**src/failed_login_address_table_macros.svh**
```systemverilog
// Assertion macros shared by the failed-login address table modules.
`ifndef FAILED_LOGIN_ADDRESS_TABLE_MACROS_SVH
`define FAILED_LOGIN_ADDRESS_TABLE_MACROS_SVH

// Same-cycle implication, checked at the rising clock edge outside reset.
`define FLAT_ASSERT_IMP(label, clk, rst, ante, cons, msg) \
   label: assert property (@(posedge clk) disable iff (rst) (ante) |-> (cons)) \
      else $error(msg);

// Next-cycle implication, checked at the rising clock edge outside reset.
`define FLAT_ASSERT_NXT(label, clk, rst, ante, cons, msg) \
   label: assert property (@(posedge clk) disable iff (rst) (ante) |=> (cons)) \
      else $error(msg);

`endif

```
**src/flat_pkg.sv**
```systemverilog
// Package of the failed-login address table: sizes, entry layout and control types.
package flat_pkg;

   localparam int TABLE_DEPTH = 16;
   localparam int IDX_W       = $clog2(TABLE_DEPTH);
   localparam int ADDR_W      = 32;
   localparam int TIME_W      = 32;
   localparam int COUNT_W     = 8;
   localparam int ENTRY_W     = ADDR_W + TIME_W + COUNT_W;

   localparam logic [COUNT_W-1:0] COUNT_MAX = '1;

   typedef enum logic [1:0] {
      ACT_RECORD = 2'd0,
      ACT_CLEAR  = 2'd1,
      ACT_QUERY  = 2'd2
   } flat_action_type;

   typedef struct packed {
      logic [COUNT_W-1:0] count;
      logic [TIME_W-1:0]  last_time;
      logic [ADDR_W-1:0]  addr;
   } flat_entry_type;

   // Commands from the controller to the datapath.
   typedef struct packed {
      logic load;    // latch the incoming word and restart the scan
      logic issue;   // read the table entry at the scan index
      logic commit;  // apply the update and load the result register
   } flat_cmd_type;

   // Status from the datapath to the controller.
   typedef struct packed {
      logic scan_last;  // the scan index points at the last entry
      logic out_busy;   // the result register holds a word that is not taken
   } flat_status_type;

endpackage

```
**src/failed_login_address_table.sv**
```systemverilog
// Top level of the failed-login address table.
//
// The block keeps a table of TABLE_DEPTH entries (16 here), each holding an IPv4
// address, a saturating 8-bit fail count and the time of the last failure; a
// cleared valid bit marks a free entry. A request word carries an action in
// req_tuser and the address and current time in req_tdata. Record failure finds
// the address, or else the lowest free entry, or else evicts the entry with the
// oldest failure time (lowest index on ties, count restarting), stores address
// and time, bumps the count and reports it. Query reports the count of an
// address, and clear frees its entry. Every request produces exactly one
// response word: the count in rsp_tdata and a found flag in rsp_tuser. Each
// request is handled by a scan, which reads one entry per cycle through the
// single read port of the entry RAM, then a drain state for the last compare
// and an update state for the write-back, which waits while the result
// register still holds a word that is not taken. One request is in work
// at a time; the next word is accepted as soon as the previous update is
// done, even while its response still waits in the output register. After
// reset the table is empty at once, since per-entry valid bits are cleared
// by reset and no clearing pass is needed.
module failed_login_address_table
   import flat_pkg::*;
(
   input  logic        clock,
   input  logic        reset,
   input  logic        req_tvalid,
   output logic        req_tready,
   input  logic [63:0] req_tdata,   // [31:0] address, [63:32] now
   input  logic [1:0]  req_tuser,   // [1:0] action
   output logic        rsp_tvalid,
   input  logic        rsp_tready,
   output logic [7:0]  rsp_tdata,   // [7:0] fail_count
   output logic [0:0]  rsp_tuser    // [0] found
);

   // The controller sequences accept, scan, drain and update; the datapath
   // holds the table, the scan results and the response register.
   flat_cmd_type    cmd;
   flat_status_type status;

   flat_ctrl u_ctrl (
      .clock      (clock),
      .reset      (reset),
      .req_tvalid (req_tvalid),
      .req_tready (req_tready),
      .status     (status),
      .cmd        (cmd)
   );

   flat_datapath u_datapath (
      .clock      (clock),
      .reset      (reset),
      .cmd        (cmd),
      .status     (status),
      .req_tuser  (req_tuser),
      .req_tdata  (req_tdata),
      .rsp_tvalid (rsp_tvalid),
      .rsp_tready (rsp_tready),
      .rsp_tdata  (rsp_tdata),
      .rsp_tuser  (rsp_tuser)
   );

endmodule

```
**src/flat_ram.sv**
```systemverilog
// Generic single-port-write, single-port-read RAM with a registered read.
module flat_ram #(
   parameter int WIDTH = 8,
   parameter int DEPTH = 16
) (
   input  logic                     clock,
   input  logic                     wr_en,
   input  logic [$clog2(DEPTH)-1:0] wr_addr,
   input  logic [WIDTH-1:0]         wr_data,
   input  logic                     rd_en,
   input  logic [$clog2(DEPTH)-1:0] rd_addr,
   output logic [WIDTH-1:0]         rd_data
);

   logic [WIDTH-1:0] mem_ff [DEPTH];
   logic [WIDTH-1:0] rd_data_ff;

   always_ff @(posedge clock) begin
      if (wr_en) begin
         mem_ff[wr_addr] <= wr_data;
      end
      if (rd_en) begin
         rd_data_ff <= mem_ff[rd_addr];
      end
   end

   assign rd_data = rd_data_ff;

endmodule

```
**src/flat_ctrl.sv**
```systemverilog
// Controller state machine of the failed-login address table.
module flat_ctrl
   import flat_pkg::*;
(
   input  logic            clock,
   input  logic            reset,
   input  logic            req_tvalid,
   output logic            req_tready,
   input  flat_status_type status,
   output flat_cmd_type    cmd
);

`include "failed_login_address_table_macros.svh"

   typedef enum logic [3:0] {
      ST_IDLE   = 4'b0001,
      ST_SCAN   = 4'b0010,
      ST_DRAIN  = 4'b0100,
      ST_UPDATE = 4'b1000
   } flat_state_type;

   flat_state_type state_ff, state_in;

   assign req_tready = (state_ff == ST_IDLE);

   always_comb begin
      cmd.load   = req_tvalid && req_tready;
      cmd.issue  = (state_ff == ST_SCAN);
      cmd.commit = (state_ff == ST_UPDATE) && !status.out_busy;
   end

   always_comb begin
      state_in = state_ff;
      unique case (state_ff)
         ST_IDLE: begin
            if (cmd.load) state_in = ST_SCAN;
         end
         ST_SCAN: begin
            if (status.scan_last) state_in = ST_DRAIN;
         end
         // The last entry's read data is evaluated here.
         ST_DRAIN: begin
            state_in = ST_UPDATE;
         end
         ST_UPDATE: begin
            if (cmd.commit) state_in = ST_IDLE;
         end
         default: begin
            state_in = ST_IDLE;
         end
      endcase
   end

   always_ff @(posedge clock) begin
      if (reset) begin
         state_ff <= ST_IDLE;
      end else begin
         state_ff <= state_in;
      end
   end

   `FLAT_ASSERT_NXT(a_load_starts_scan, clock, reset, cmd.load, state_ff == ST_SCAN, "accepted word did not start a scan")
   `FLAT_ASSERT_NXT(a_commit_frees_input, clock, reset, cmd.commit, req_tready, "input not ready after an update")

endmodule

```
**src/flat_datapath.sv**
```systemverilog
// Datapath of the failed-login address table: entry store, scan logic and result register.
module flat_datapath
   import flat_pkg::*;
(
   input  logic            clock,
   input  logic            reset,
   input  flat_cmd_type    cmd,
   output flat_status_type status,
   input  logic [1:0]      req_tuser,
   input  logic [63:0]     req_tdata,
   output logic            rsp_tvalid,
   input  logic            rsp_tready,
   output logic [7:0]      rsp_tdata,
   output logic [0:0]      rsp_tuser
);

`include "failed_login_address_table_macros.svh"

   // Latched request.
   flat_action_type     act_ff;
   logic [ADDR_W-1:0]   addr_ff;
   logic [TIME_W-1:0]   now_ff;

   // Scan and read pipeline.
   logic [IDX_W-1:0]    scan_idx_ff, scan_idx_in;
   logic                rd_pend_ff;
   logic [IDX_W-1:0]    rd_idx_ff;

   // Scan results.
   logic                hit_ff, hit_in;
   logic [IDX_W-1:0]    hit_idx_ff, hit_idx_in;
   logic [COUNT_W-1:0]  hit_count_ff, hit_count_in;
   logic                free_ff, free_in;
   logic [IDX_W-1:0]    free_idx_ff, free_idx_in;
   logic [IDX_W-1:0]    old_idx_ff, old_idx_in;
   logic [TIME_W-1:0]   old_time_ff, old_time_in;

   // Entry occupancy; an entry that is not valid reads as all zero.
   logic [TABLE_DEPTH-1:0] valid_ff, valid_in;

   // Result register.
   logic                rsp_valid_ff, rsp_valid_in;
   logic                rsp_found_ff, rsp_found_in;
   logic [COUNT_W-1:0]  rsp_count_ff, rsp_count_in;

   logic [ENTRY_W-1:0]  ram_rd_data;
   flat_entry_type      ent;
   logic                ent_valid;
   flat_entry_type      wr_ent;

   logic [COUNT_W-1:0]  base_count;
   logic [COUNT_W-1:0]  next_count;
   logic [IDX_W-1:0]    slot;
   logic                do_write;
   logic                do_clear;
   logic                upd_found;
   logic [COUNT_W-1:0]  upd_count;

   assign ent_valid = valid_ff[rd_idx_ff];
   assign ent       = ent_valid ? flat_entry_type'(ram_rd_data) : '0;

   always_comb begin
      status.scan_last = (scan_idx_ff == IDX_W'(TABLE_DEPTH - 1));
      status.out_busy  = rsp_valid_ff && !rsp_tready;
   end

   always_comb begin
      if (cmd.load) begin
         scan_idx_in = '0;
      end else if (cmd.issue) begin
         scan_idx_in = scan_idx_ff + IDX_W'(1);
      end else begin
         scan_idx_in = scan_idx_ff;
      end
   end

   // Scan: first match, lowest free entry, oldest entry with lowest index on ties.
   always_comb begin
      hit_in       = hit_ff;
      hit_idx_in   = hit_idx_ff;
      hit_count_in = hit_count_ff;
      free_in      = free_ff;
      free_idx_in  = free_idx_ff;
      old_idx_in   = old_idx_ff;
      old_time_in  = old_time_ff;
      if (cmd.load) begin
         hit_in  = 1'b0;
         free_in = 1'b0;
      end else if (rd_pend_ff) begin
         if (!hit_ff && ent_valid && (ent.addr == addr_ff)) begin
            hit_in       = 1'b1;
            hit_idx_in   = rd_idx_ff;
            hit_count_in = ent.count;
         end
         if (!free_ff && !ent_valid) begin
            free_in     = 1'b1;
            free_idx_in = rd_idx_ff;
         end
         if ((rd_idx_ff == '0) || (ent.last_time < old_time_ff)) begin
            old_idx_in  = rd_idx_ff;
            old_time_in = ent.last_time;
         end
      end
   end

   // Update decision; a new entry's count restarts from zero.
   assign base_count = hit_ff ? hit_count_ff : '0;
   assign next_count = (base_count == COUNT_MAX) ? base_count : base_count + COUNT_W'(1);

   always_comb begin
      if (hit_ff) begin
         slot = hit_idx_ff;
      end else if (free_ff) begin
         slot = free_idx_ff;
      end else begin
         slot = old_idx_ff;
      end
   end

   always_comb begin
      do_write  = 1'b0;
      do_clear  = 1'b0;
      upd_found = 1'b0;
      upd_count = '0;
      if (addr_ff != '0) begin
         unique case (act_ff)
            ACT_RECORD: begin
               do_write  = 1'b1;
               upd_found = 1'b1;
               upd_count = next_count;
            end
            ACT_CLEAR: begin
               do_clear = hit_ff;
            end
            ACT_QUERY: begin
               upd_found = hit_ff;
               upd_count = hit_ff ? hit_count_ff : '0;
            end
            default: begin
            end
         endcase
      end
   end

   always_comb begin
      valid_in = valid_ff;
      if (cmd.commit && do_write) begin
         valid_in[slot] = 1'b1;
      end
      if (cmd.commit && do_clear) begin
         valid_in[hit_idx_ff] = 1'b0;
      end
   end

   always_comb begin
      wr_ent.count     = next_count;
      wr_ent.last_time = now_ff;
      wr_ent.addr      = addr_ff;
   end

   always_comb begin
      rsp_found_in = rsp_found_ff;
      rsp_count_in = rsp_count_ff;
      if (cmd.commit) begin
         rsp_valid_in = 1'b1;
         rsp_found_in = upd_found;
         rsp_count_in = upd_count;
      end else if (rsp_tready) begin
         rsp_valid_in = 1'b0;
      end else begin
         rsp_valid_in = rsp_valid_ff;
      end
   end

   flat_ram #(
      .WIDTH (ENTRY_W),
      .DEPTH (TABLE_DEPTH)
   ) u_table (
      .clock   (clock),
      .wr_en   (cmd.commit && do_write),
      .wr_addr (slot),
      .wr_data (wr_ent),
      .rd_en   (cmd.issue),
      .rd_addr (scan_idx_ff),
      .rd_data (ram_rd_data)
   );

   always_ff @(posedge clock) begin
      if (reset) begin
         valid_ff     <= '0;
         rsp_valid_ff <= 1'b0;
         rd_pend_ff   <= 1'b0;
         hit_ff       <= 1'b0;
         free_ff      <= 1'b0;
      end else begin
         valid_ff     <= valid_in;
         rsp_valid_ff <= rsp_valid_in;
         rd_pend_ff   <= cmd.issue;
         hit_ff       <= hit_in;
         free_ff      <= free_in;
      end
   end

   always_ff @(posedge clock) begin
      if (cmd.load) begin
         act_ff  <= flat_action_type'(req_tuser);
         addr_ff <= req_tdata[ADDR_W-1:0];
         now_ff  <= req_tdata[ADDR_W+TIME_W-1:ADDR_W];
      end
      scan_idx_ff  <= scan_idx_in;
      rd_idx_ff    <= scan_idx_ff;
      hit_idx_ff   <= hit_idx_in;
      hit_count_ff <= hit_count_in;
      free_idx_ff  <= free_idx_in;
      old_idx_ff   <= old_idx_in;
      old_time_ff  <= old_time_in;
      rsp_found_ff <= rsp_found_in;
      rsp_count_ff <= rsp_count_in;
   end

   assign rsp_tvalid = rsp_valid_ff;
   assign rsp_tdata  = rsp_count_ff;
   assign rsp_tuser  = rsp_found_ff;

   `FLAT_ASSERT_IMP(a_commit_out_free, clock, reset, cmd.commit, !status.out_busy, "update overwrote a pending result")
   `FLAT_ASSERT_IMP(a_found_has_count, clock, reset, rsp_valid_ff && rsp_found_ff, rsp_count_ff != '0, "found result with zero count")
   `FLAT_ASSERT_NXT(a_record_found, clock, reset, cmd.commit && (act_ff == ACT_RECORD) && (addr_ff != '0), rsp_valid_ff && rsp_found_ff && (valid_ff != '0), "recorded address not reported as found")

endmodule
```
**config.mk**
```make
export PLATFORM = sky130hd
export DESIGN_NAME = failed_login_address_table
export DESIGN_NICKNAME = d
export VERILOG_FILES = /design/src/flat_pkg.sv /design/src/failed_login_address_table.sv /design/src/flat_ram.sv /design/src/flat_ctrl.sv /design/src/flat_datapath.sv
export VERILOG_INCLUDE_DIRS = /design/src /design/src/src
export SDC_FILE = /design/constraint.sdc
export NUM_CORES = 1
export LEC_CHECK = 0
export ABC_AREA = 1
export BUFFER_PORTS_ARGS = -buffer_cell sky130_fd_sc_hd__buf_2
export CAP_MARGIN = 0
export CORE_UTILIZATION = 50
export CTS_BUF_LIST = sky130_fd_sc_hd__clkbuf_8
export DETAILED_ROUTE_END_ITERATION = 10
export PLACE_DENSITY = 0.74
export SLEW_MARGIN = 20
export SYNTH_ARGS = -nofsm -noshare
export SYNTH_HDL_FRONTEND = slang
export SYNTH_SLANG_ARGS = --single-unit
```
**constraint.sdc**
```tcl
create_clock -name clock -period 9.36 [get_ports clock]
set_input_delay 1.404 -clock clock [delete_from_list [all_inputs] [get_ports clock]]
set_output_delay 1.404 -clock clock [all_outputs]
set_load 0.01 [all_outputs]
```
==> metrics.cfg <==
[pwr]
pwr-share-comb = 0.074
p_switching_uw = 3070
p_per_area_mw_per_mm2 = 212
switching_share = 0.243
peakVddDrop_uv = 160
clkPwrFrac = 0.369
p_leak_uw = 0.0196
power_uw = 12600
seq_power_share = 0.558
p_int_uw = 9570

[timing]
rsz0062_at_grt = no
tightest_slew_ps = 1180
slew_headroom = 0.214
finalSetupTns_ps = 0
min_period_ps = 4710
fin_crit_sh = 0.503
setup_viol = 0
fin_worst_skew_ps = 44.9
fmax_ghz = 0.212
finalHoldViolCount = 0
slew_viol_final = 0

[clock_tree]
cts-root-buf = clkbuf_8
cts_setup_buffers = 0
ctsResizeCount = 0
cts.sinks = 1383
cts_inserted_buffers = 207
htreeDepth = 4
clk_latency_ps = 870
hold_buffers = 0
clockBufferDepth = 3
clkTransAtPathRegs_ps = 60
cts_tree = done

[critical_path]
cp-end-kind = register
critPathLaunchType = register
path_max_fanout = 46
reg2reg_slack_ps = 4650
worstPathRequired_ps = 9920
crit_type = reg -> reg
crit_arrival_ps = 5270

[logic_synthesis]
seq_area_frac_synth = 0.765
synth_cell_types = 36
syn_avg_cell_area_um2 = 14.1
yosys_warnings = 0
syn_inst = 3810
synth_seq_cells = 1383
syn_nets = 3913
synth_area_mm2 = 0.0539

[hold_path]
hp-class = reg -> reg

[final_layout]
drive_gt1_frac = 0.108
num-nets-final = 4034
areaGrowthSynthToFinish_pct = 10.8
final_common_cell = edfxtp_1
final_cell_mix = edfxtp_1 (1351), nor2_1 (719), o21ai_0 (312)
n_fill_cell = 8357

[global_routing]
grt_use_total = 0.229
grt_max_degree = 208
overflow = 0
antenna_found_initial = 1
grt_pass1_vias = 31200
grt_pass1_wl_mm = 188

[drt]
via_per_inst = 5.89
wl_per_cell_um = 22.8
drc = 0
ant_nets = 0
firstDrtPassIters = 6
vias = 32400
drtIter0Drc = 3953
wirelength_mm = 125

[floorplan]
num_rows = 120
initial_utilization = 0.504
fp.dieH_um = 330
dieArea_mm2 = 0.109
io_pins = 81
die_w_um = 330
core_mm2 = 0.107

[outcome]
status = finished, final reports clean

[placement]
gp_congestion = 0.842
dp_hpwl_mm = 67.2
io_buffer_count = 80

[run]
cap_viol_max_count = 0

[critical path: stages, from the launching register on]
cell and delay, ps:
dfxtp_1 590, inv_1 240, nand2_1 110, nand2_1 50
nand2_1 50, nand3_1 80, nand2_1 120, nand2_4 220
inv_2 780, nor2_1 160, ha_1 370, a21oi_1 160
nor2_1 50, a211oi_1 200, o221ai_1 160, a21oi_1 140
nand2_1 100, a21oi_4 530, buf_16 240
[flip-flops by register name (all words and copies together) (netlist names), 8 cells and up]
signal	flops
u_datapath.u_table.rd_data	72
u_datapath.u_table.mem_ff	1152
u_datapath.addr_ff	32
u_datapath.rsp_tdata	8
u_datapath.old_time_ff	32
u_datapath.now_ff	32
u_datapath.valid_ff	16
u_datapath.hit_count_ff	8
[power by group through the flow]
stage          logic [uW]  registers, uW  clock network [uW]
2_1_floorplan         672           7100                   0
6_report              932           7050                4660
4_1_cts               931           7040                4730
3_5_place_dp          927           7170                   0
5_1_grt              1020           7050                4980
3_3_place_gp          908           7170                   0
[worst paths after layout]
check | from | depth (start not counted) | endpoint
worst max-delay path | u_datapath.rd_idx_ff[0]$_DFF_P_ | 18 | u_datapath.old_time_ff[2]$_DFFE_PP_
worst min-delay path | u_datapath.scan_idx_ff[3]$_SDFFE_PP0P_ | 0 | u_datapath.rd_idx_ff[3]$_DFF_P_
worst max register to register | u_datapath.rd_idx_ff[0]$_DFF_P_ | 18 | u_datapath.old_time_ff[2]$_DFFE_PP_
worst min register to register | u_datapath.scan_idx_ff[3]$_SDFFE_PP0P_ | 0 | u_datapath.rd_idx_ff[3]$_DFF_P_
[stage by stage]
stage,hold WS (ps),cell area [um2],util,cells,setup slack [ps]
final,435,59700,0.559,5503,4650
after CTS,418,59700,0.559,5501,4620
after global placement,408,55800,0.522,5123,4220
after global routing,420,59700,0.559,5503,4240
after detailed placement,406,55800,0.522,5124,4170
after floorplan,329,53900,-,3810,2440
[layer usage]
layer | global-route usage | wire, um | vias up
li1 | - | - | 14600
met1 | 0.326 | 52200 | 16000
met2 | 0.358 | 58500 | 1602
met3 | 0.0408 | 11100 | 258
met4 | 0.0814 | 3500 | 0
met5 | 0 | 0 | -
[cell families after synthesis]
logic type / share of synthesized area
XOR/XNOR: 0.00260
AND/OR/NAND/NOR: 0.0891
flip-flops: 0.765
multiplexers: 0.0215
AO/OA/AOI/OAI: 0.0880
buffers and inverters: 0.0265
adder cells (fa/ha/maj): 0.00766
[synthesized netlist by cell type]
| cell | n | area, um2 |
|---|---|---|
| o32ai_1 | 172 | 1510 |
| ha_1 | 33 | 413 |
| nand3_1 | 140 | 701 |
| nand2_4 | 1 | 11.3 |
| buf_4 | 5 | 37.5 |
| dfxtp_1 | 32 | 641 |
| o221a_2 | 1 | 11.3 |
| buf_1 | 12 | 45.0 |
| a21oi_1 | 40 | 200 |
| nor2_1 | 738 | 2770 |
| a211oi_1 | 6 | 45.0 |
| o2111ai_1 | 4 | 35.0 |
| nand4_1 | 13 | 81.3 |
| nand3b_1 | 1 | 7.51 |
| nor3_1 | 16 | 80.1 |
| nor2_2 | 2 | 12.5 |
| mux2i_1 | 116 | 1160 |
| inv_2 | 4 | 15.0 |
| xnor2_1 | 5 | 43.8 |
| a31oi_1 | 8 | 50.1 |
| a22oi_1 | 1 | 7.51 |
| xor2_1 | 11 | 96.3 |
| nor4_1 | 10 | 62.6 |
| o22ai_1 | 2 | 12.5 |
| buf_6 | 1 | 11.3 |
| edfxtp_1 | 1351 | 40600 |
| buf_2 | 39 | 195 |
| o21ai_0 | 312 | 1560 |
| nand2_1 | 270 | 1010 |
| o211ai_1 | 32 | 240 |
| inv_1 | 128 | 480 |
| o21a_1 | 4 | 30.0 |
| a21oi_2 | 1 | 8.76 |
| clkbuf_1 | 171 | 642 |
| o221ai_1 | 118 | 1030 |
| or2_2 | 10 | 62.6 |
[final cells by class]
cell class | instances | area [um2] | area share
diodes | 1 | 2.50 | 0.0000419
clock buffers | 214 | 2950 | 0.0493
clock inverters | 163 | 946 | 0.0158
inverters | 132 | 508 | 0.00850
multi-input cells | 2067 | 11400 | 0.191
flip-flops and latches | 1383 | 41200 | 0.690
well taps | 1403 | 1760 | 0.0294
repair buffers | 140 | 946 | 0.0158
Power figures use the tool's default switching activity.
